==> config.mk <==
export PLATFORM = sky130hd
export DESIGN_NAME = utf8_katakana_to_halfwidth_kana
export DESIGN_NICKNAME = d
export VERILOG_FILES = /design/src/sv/u8kana_pkg.sv /design/src/sv/utf8_katakana_to_halfwidth_kana.sv
export SDC_FILE = /design/constraint.sdc
export NUM_CORES = 1
export LEC_CHECK = 0
export ABC_AREA = 1
export BUFFER_PORTS_ARGS = -buffer_cell sky130_fd_sc_hd__buf_2
export CORE_MARGIN = 1
export CORE_UTILIZATION = 56
export CTS_CLUSTER_SIZE = 25
export DETAILED_ROUTE_END_ITERATION = 8
export PLACE_DENSITY = 0.82
export RECOVER_POWER = 100
export SYNTH_ARGS = -nofsm -noshare
export SYNTH_HDL_FRONTEND = slang
export SYNTH_SLANG_ARGS = --single-unit
export TNS_END_PERCENT = 1
==> constraint.sdc <==
create_clock -name clk -period 7.9 [get_ports clk]
set_clock_uncertainty 0.2 [all_clocks]
set_input_delay 1.58 -clock clk [delete_from_list [all_inputs] [get_ports clk]]
set_output_delay 1.58 -clock clk [all_outputs]
set_load 0.02 [all_outputs]
==> src/sv/u8kana_pkg.sv <==
// Shared constants and the katakana lookup tables for the UTF-8 to half-width kana converter.
`default_nettype none

package u8kana_pkg;

  // Byte values that frame a katakana sequence.
  localparam logic [7:0] LEAD_BYTE   = 8'hE3;
  localparam logic [7:0] PAGE_LOW    = 8'h82;
  localparam logic [7:0] PAGE_HIGH   = 8'h83;
  localparam logic [7:0] VOICED_MARK = 8'hDE;
  localparam logic [7:0] SEMI_MARK   = 8'hDF;
  localparam logic [7:0] NO_KANA     = 8'h00;

  // Prefix bits of a UTF-8 continuation byte.
  localparam logic [1:0] CONT_PREFIX = 2'b10;

  localparam int unsigned TABLE_DEPTH = 128;
  localparam int unsigned IDX_W       = $clog2(TABLE_DEPTH);

  typedef logic [IDX_W-1:0] kana_idx_t;

  // Base kana indexed by {page, low six bits of the third byte}.
  // The first 64 entries belong to page 82, the next 64 to page 83.
  localparam logic [7:0] KANA_BASE [TABLE_DEPTH] = '{
    8'h00, 8'h00, 8'h00, 8'h00, 8'h00, 8'h00, 8'h00, 8'h00,
    8'h00, 8'h00, 8'h00, 8'h00, 8'h00, 8'h00, 8'h00, 8'h00,
    8'h00, 8'h00, 8'h00, 8'h00, 8'h00, 8'h00, 8'h00, 8'h00,
    8'h00, 8'h00, 8'h00, 8'h00, 8'h00, 8'h00, 8'h00, 8'h00,
    8'h00, 8'hA7, 8'hB1, 8'hA8, 8'hB2, 8'hA9, 8'hB3, 8'hAA,
    8'hB4, 8'hAB, 8'hB5, 8'hB6, 8'hB6, 8'hB7, 8'hB7, 8'hB8,
    8'hB8, 8'hB9, 8'hB9, 8'hBA, 8'hBA, 8'hBB, 8'hBB, 8'hBC,
    8'hBC, 8'hBD, 8'hBD, 8'hBE, 8'hBE, 8'hBF, 8'hBF, 8'hC0,
    8'hC0, 8'hC1, 8'hC1, 8'hAF, 8'hC2, 8'hC2, 8'hC3, 8'hC3,
    8'hC4, 8'hC4, 8'hC5, 8'hC6, 8'hC7, 8'hC8, 8'hC9, 8'hCA,
    8'hCA, 8'hCA, 8'hCB, 8'hCB, 8'hCB, 8'hCC, 8'hCC, 8'hCC,
    8'hCD, 8'hCD, 8'hCD, 8'hCE, 8'hCE, 8'hCE, 8'hCF, 8'hD0,
    8'hD1, 8'hD2, 8'hD3, 8'hAC, 8'hD4, 8'hAD, 8'hD5, 8'hAE,
    8'hD6, 8'hD7, 8'hD8, 8'hD9, 8'hDA, 8'hDB, 8'hDC, 8'hDC,
    8'h00, 8'h00, 8'hA6, 8'hDD, 8'h00, 8'h00, 8'h00, 8'h00,
    8'h00, 8'h00, 8'h00, 8'h00, 8'h00, 8'h00, 8'h00, 8'h00
  };

  // One bit per table entry: the kana takes a voiced or a semi-voiced mark.
  localparam logic [TABLE_DEPTH-1:0] VOICED_SET = 128'h0000_0000_1249_02A5_5555_5000_0000_0000;
  localparam logic [TABLE_DEPTH-1:0] SEMI_SET   = 128'h0000_0000_2492_0000_0000_0000_0000_0000;

endpackage

`default_nettype wire

==> src/sv/utf8_katakana_to_halfwidth_kana.sv <==
// Top level of the UTF-8 katakana to JIS X 0201 half-width kana converter.
// A taken byte sits in the input register and is decoded from there into the output register.
// Throughput: one input byte per cycle while the output is not stalled; a voiced or semi-voiced
// kana stalls the next byte that gives a result until its mark moves into the output register.
// Bytes that give no result (sequence bytes, dropped bytes) never wait on the output side.
// Reset (rst_n low, synchronous) empties both registers and returns the decoder to idle.
`default_nettype none

module utf8_katakana_to_halfwidth_kana import u8kana_pkg::*; (
  input  wire logic       clk,
  input  wire logic       rst_n,
  // Input stream.
  input  wire logic       in_tvalid,
  output logic            in_tready,
  input  wire logic [7:0] in_tdata,   // [7:0] text_byte
  input  wire logic       in_tlast,   // end_of_text
  // Result stream.
  output logic            out_tvalid,
  input  wire logic       out_tready,
  output logic [7:0]      out_tdata,  // [7:0] display_code
  output logic            out_tlast   // last_of_run
);

  // Where the decoder stands inside a three-byte katakana sequence.
  typedef enum logic [1:0] {
    PH_IDLE,
    PH_LEAD,
    PH_PAGE_LO,
    PH_PAGE_HI
  } phase_t;

  // Input register: one byte with its end-of-text flag.
  logic       in_valid_r, in_valid_nxt;
  logic [7:0] in_byte_r,  in_byte_nxt;
  logic       in_eot_r,   in_eot_nxt;

  // Decoder state, advanced when the registered byte is consumed.
  phase_t     phase_r, phase_nxt;

  // Output register plus a one-deep holding slot for the trailing mark.
  logic       out_valid_r, out_valid_nxt;
  logic [7:0] out_code_r,  out_code_nxt;
  logic       out_last_r,  out_last_nxt;
  logic       mark_pend_r, mark_pend_nxt;
  logic [7:0] mark_code_r, mark_code_nxt;

  // Decode results for the byte in the input register.
  phase_t     dec_phase;
  logic       dec_emit;
  logic       dec_pair;
  logic [7:0] dec_code;
  logic [7:0] dec_mark;
  kana_idx_t  dec_idx;
  logic [7:0] dec_base;

  logic       load_ok;
  logic       consume;

  // Decode one byte against the current phase. The table is read whenever a third byte
  // sits in the input register; the result is only used for continuation bytes.
  always_comb begin
    dec_phase = phase_r;
    dec_emit  = 1'b0;
    dec_pair  = 1'b0;
    dec_code  = in_byte_r;
    dec_mark  = VOICED_MARK;
    dec_idx   = {(phase_r == PH_PAGE_HI), in_byte_r[5:0]};
    dec_base  = KANA_BASE[dec_idx];
    case (phase_r)
      PH_IDLE: begin
        if (in_byte_r == LEAD_BYTE) begin
          dec_phase = PH_LEAD;
        end else begin
          // Plain byte outside a sequence passes through unchanged.
          dec_emit = 1'b1;
        end
      end
      PH_LEAD: begin
        // A second byte other than the two katakana pages is dropped.
        if (in_byte_r == PAGE_LOW) begin
          dec_phase = PH_PAGE_LO;
        end else if (in_byte_r == PAGE_HIGH) begin
          dec_phase = PH_PAGE_HI;
        end else begin
          dec_phase = PH_IDLE;
        end
      end
      PH_PAGE_LO, PH_PAGE_HI: begin
        dec_phase = PH_IDLE;
        // Only continuation bytes with a table entry produce a kana.
        if (in_byte_r[7:6] == CONT_PREFIX && dec_base != NO_KANA) begin
          dec_emit = 1'b1;
          dec_code = dec_base;
          dec_pair = VOICED_SET[dec_idx] | SEMI_SET[dec_idx];
          dec_mark = SEMI_SET[dec_idx] ? SEMI_MARK : VOICED_MARK;
        end
      end
      default: begin
        dec_phase = PH_IDLE;
      end
    endcase
    // End of text abandons an unfinished sequence.
    if (in_eot_r) begin
      dec_phase = PH_IDLE;
    end
  end

  // The output register can take a new code when it is empty, or when its current code
  // leaves this cycle and no mark is waiting behind it.
  assign load_ok   = !out_valid_r || (out_tready && !mark_pend_r);
  // Bytes that produce nothing never wait on the output side.
  assign consume   = in_valid_r && (!dec_emit || load_ok);
  assign in_tready = !in_valid_r || consume;

  always_comb begin
    in_valid_nxt  = in_valid_r;
    in_byte_nxt   = in_byte_r;
    in_eot_nxt    = in_eot_r;
    phase_nxt     = phase_r;
    out_valid_nxt = out_valid_r;
    out_code_nxt  = out_code_r;
    out_last_nxt  = out_last_r;
    mark_pend_nxt = mark_pend_r;
    mark_code_nxt = mark_code_r;

    if (in_tready) begin
      in_valid_nxt = in_tvalid;
      in_byte_nxt  = in_tdata;
      in_eot_nxt   = in_tlast;
    end

    if (consume) begin
      phase_nxt = dec_phase;
    end

    // Drain: the current code leaves, and a waiting mark moves up behind it.
    if (out_valid_r && out_tready) begin
      if (mark_pend_r) begin
        out_code_nxt  = mark_code_r;
        out_last_nxt  = 1'b1;
        mark_pend_nxt = 1'b0;
      end else begin
        out_valid_nxt = 1'b0;
      end
    end

    // Load: a new code, with its mark parked behind it for a voiced pair.
    if (consume && dec_emit) begin
      out_valid_nxt = 1'b1;
      out_code_nxt  = dec_code;
      out_last_nxt  = !dec_pair;
      mark_pend_nxt = dec_pair;
      mark_code_nxt = dec_mark;
    end
  end

  always_ff @(posedge clk) begin
    if (!rst_n) begin
      in_valid_r  <= 1'b0;
      phase_r     <= PH_IDLE;
      out_valid_r <= 1'b0;
      mark_pend_r <= 1'b0;
    end else begin
      in_valid_r  <= in_valid_nxt;
      phase_r     <= phase_nxt;
      out_valid_r <= out_valid_nxt;
      mark_pend_r <= mark_pend_nxt;
    end
    in_byte_r   <= in_byte_nxt;
    in_eot_r    <= in_eot_nxt;
    out_code_r  <= out_code_nxt;
    out_last_r  <= out_last_nxt;
    mark_code_r <= mark_code_nxt;
  end

  assign out_tvalid = out_valid_r;
  assign out_tdata  = out_code_r;
  assign out_tlast  = out_last_r;

`ifndef ASSERT_OFF
  // A mark only waits behind a base kana that is still on the output.
  a_mark_behind_base: assert property (@(posedge clk) disable iff (!rst_n)
    mark_pend_r |-> (out_valid_r && !out_last_r))
    else $error("mark pending without a base kana on the output");

  // A code without the last flag always has its mark waiting.
  a_pair_complete: assert property (@(posedge clk) disable iff (!rst_n)
    (out_valid_r && !out_last_r) |-> mark_pend_r)
    else $error("base kana shown without a pending mark");

  // Once the base kana leaves, the mark follows as the final code of the byte.
  a_mark_follows: assert property (@(posedge clk) disable iff (!rst_n)
    (mark_pend_r && out_tready) |=> (out_valid_r && out_tlast && !mark_pend_r))
    else $error("mark did not follow its base kana");

  // A waiting mark is one of the two mark codes.
  a_mark_code: assert property (@(posedge clk) disable iff (!rst_n)
    mark_pend_r |-> (mark_code_r == VOICED_MARK || mark_code_r == SEMI_MARK))
    else $error("pending mark holds a wrong code");

  // End of text leaves the decoder idle.
  a_eot_idle: assert property (@(posedge clk) disable iff (!rst_n)
    (consume && in_eot_r) |=> (phase_r == PH_IDLE))
    else $error("decoder not idle after end of text");
`endif

endmodule

`default_nettype wire

==> flow_metrics.tcl <==
set metrics [dict create \
    finalNetCount 327 \
    worst_ep_arrival_time_ns 3.63 \
    cts_tree "yes" \
    status "complete, no violations" \
    r2r_setup_slack_ns 4.06 \
    clkSinkCount 24 \
    cp-end-kind "output port" \
    drtAntennaViolNets 0 \
    initial_utilization_pct 59.49 \
    power_density_mw_per_mm2 132.2 \
    drt-initial-drc-count 193 \
    cp-start-kind "register" \
    tns_ns 0 \
    synth_nets 306 \
    fillers 332 \
    antenna_found_initial 0 \
    drt_wl_total_mm 4.628 \
    dp_hpwl_mm 3.606 \
    rr_worst_depth 15 \
    worst_slew_pin_slew_ns 0.7050 \
    grt_pass1_wl_mm 7.707 \
    grt_overflow 0 \
    postCtsSetupBuffers 0 \
    antenna_cells 0 \
    cts_hold_buf 0 \
    num_vias 1926 \
    slew_violations 0 \
    clock_latency_ns 0.32 \
    final_layout_size_suffix_gt1_share_pct 13.53 \
    finalPower_uw 279.9 \
    drc 0 \
    endpoint "in_tready" \
    maxCapViolCount 0 \
    io_buffers 23 \
    synth-seq-cells 24 \
    first_pass_iters 5 \
    postLayoutCoreUtil_pct 61.98 \
    vias_per_cell 5.519 \
    slew_headroom_pct 53.00 \
    layout_common_cells "93 x nand2_1, 26 x nand3_1, 26 x inv_1, 25 x nor2_1, 19 x edfxtp_1" \
    ys_seq_area_share_pct 33.00 \
    core.rowCount 21 \
    wl_per_cell_um 13.26 \
    path_max_fanout 22 \
    place_area_mm2 0.002142 \
    clock_tree.root_cell "clkbuf_4" \
    numCtsBuffers 3 \
    dieWidth_um 62.24 \
    dieArea_mm2 0.003873 \
    min_period_ns 5.414 \
    core_area_mm2 0.003416 \
    ios 24 \
    setup_viol 0 \
    gp_congestion 1.012 \
    syn_to_final_growth_pct 4.187 \
    synthCells 283 \
    holdCritPathClass "reg -> reg" \
    fp.dieH_um 62.24 \
    r2r-start "in_byte_r[2]" \
    power.leakage_nw 0.9585 \
    critPathKind "reg -> out" \
    clock_path_buffers 2 \
    final_common_cell "nand2_1" \
    peakVddDrop_mv 0.1045 \
    regToRegEndpoint "out_tdata[7]" \
    synth_cell_types 35 \
    cts.clk_slew.worst_paths_ns 0.12 \
    syn_area_mm2 0.002032 \
    avgSynthCellArea_um2 7.180 \
    post_cts_resized 0 \
    final_cell_area_mm2 0.002117 \
    crit_path_start "in_byte_r[2]" \
    grt_pass1_vias 1745 \
    grt_usage_pct 25.23 \
    fin_crit_sh_pct 68.53 \
    crit_required_ns 6.12 \
    grt_max_degree 23 \
    htree_levels 1 \
    ys_warn_count 0 \
    hold_viol 0 \
    rsz0062_at_grt "no" \
    max_freq_mhz 184.7 \
]
==> metrics by stage <==
step	setup WS (ns)	std cells	hold WS, ns
finish	2.486	349	0.3634
global route	2.114	349	0.4204
CTS	2.864	349	0.3751
detailed placement	3.228	345	0.3437
global placement	3.203	345	0.3214
floorplan	3.888	283	0.3065
==> cell usage after synthesis, drive strengths merged <==
master,n,area [um2]
dfxtp,5,100.1
nand3,29,190.2
o211ai,7,52.55
nor3b,1,7.510
edfxtp,19,570.6
nand4,3,18.77
clkinv,1,3.750
o21ai,16,87.59
nor3,2,15.01
or2,1,6.260
ha,10,125.1
or4,1,7.510
a211oi,2,15.01
a21oi,13,68.82
o21bai,1,11.26
inv,33,128.9
o221ai,1,8.760
nand2,98,392.9
a31oi,1,6.260
buf,7,62.56
nor2,32,152.6
==> routing by layer <==
metal | wire length [um] | vias to the layer above | global-route usage [%]
met3 | 415 | 23 | 4.044
met1 | 1984 | 812 | 34.23
met4 | 193 | 0 | 11.92
li1 | - | 977 | -
met2 | 2034 | 114 | 39.29
met5 | 0 | - | 0
==> how the worst min path moves through the flow <==
stage                         endpoint  cells after the start  slack [ns]            from
final                     out_tdata[0]                      2        0.36  mark_code_r[0]
after global routing      out_tdata[0]                      2        0.42  mark_code_r[0]
after CTS                 out_tdata[0]                      2        0.38  mark_code_r[0]
after detailed placement  out_tdata[0]                      2        0.34  mark_code_r[0]
after global placement    out_tdata[0]                      2        0.32  mark_code_r[0]
after floorplan           out_tdata[0]                      2        0.31  mark_code_r[0]
==> critical path, cell delays in order (launching register included) <==
cell	delay, ns
edfxtp_1	0.82
inv_1	0.43
ha_1	0.31
nand2_1	0.06
nand2_1	0.09
o21ai_0	0.18
nand2_1	0.09
clkinv_1	0.06
nand3_1	0.06
nor2_1	0.14
nand3_2	0.09
nand3_1	0.26
nand2_4	0.07
nand3_1	0.36
clkbuf_1	0.28
==> layout make-up <==
class                      instances  area, um2  area share [%]
multi-input combinational        218       1130           53.37
timing repair buffer              23      101.3           4.787
inverter                          34      131.4           6.206
sequential                        24      670.6           31.68
tap                               46      57.56           2.719
clock buffer                       4      26.28           1.241
==> sequential cells by signal (all words and copies together) (netlist names) <==
| register | count |
|---|---|
| in_byte_r | 8 |
| out_tdata | 8 |
| phase_r | 2 |
| in_eot_r | 1 |
| in_valid_r | 1 |
| mark_code_r | 1 |
| mark_pend_r | 1 |
| out_tlast | 1 |
| out_tvalid | 1 |
==> power breakdown <==
part	internal, mW	total (mW)	leakage (nW)	switching (mW)
logic	0.0237	0.0716	0.719	0.0479
clock network	0.0198	0.0547	0.0150	0.0349
registers	0.144	0.154	0.224	0.00989
total	0.187	0.280	0.959	0.0927
==> cell families after synthesis <==
| kind of cell | after synthesis | synth area share, % |
|---|---|---|
| AO/OA/AOI/OAI | 41 | 12.32 |
| flip-flops | 24 | 33.01 |
| buffers and inverters | 41 | 9.606 |
| AND/OR/NAND/NOR | 167 | 38.92 |
| adder cells (fa/ha/maj) | 10 | 6.158 |
(Power assumes the default switching activity.)
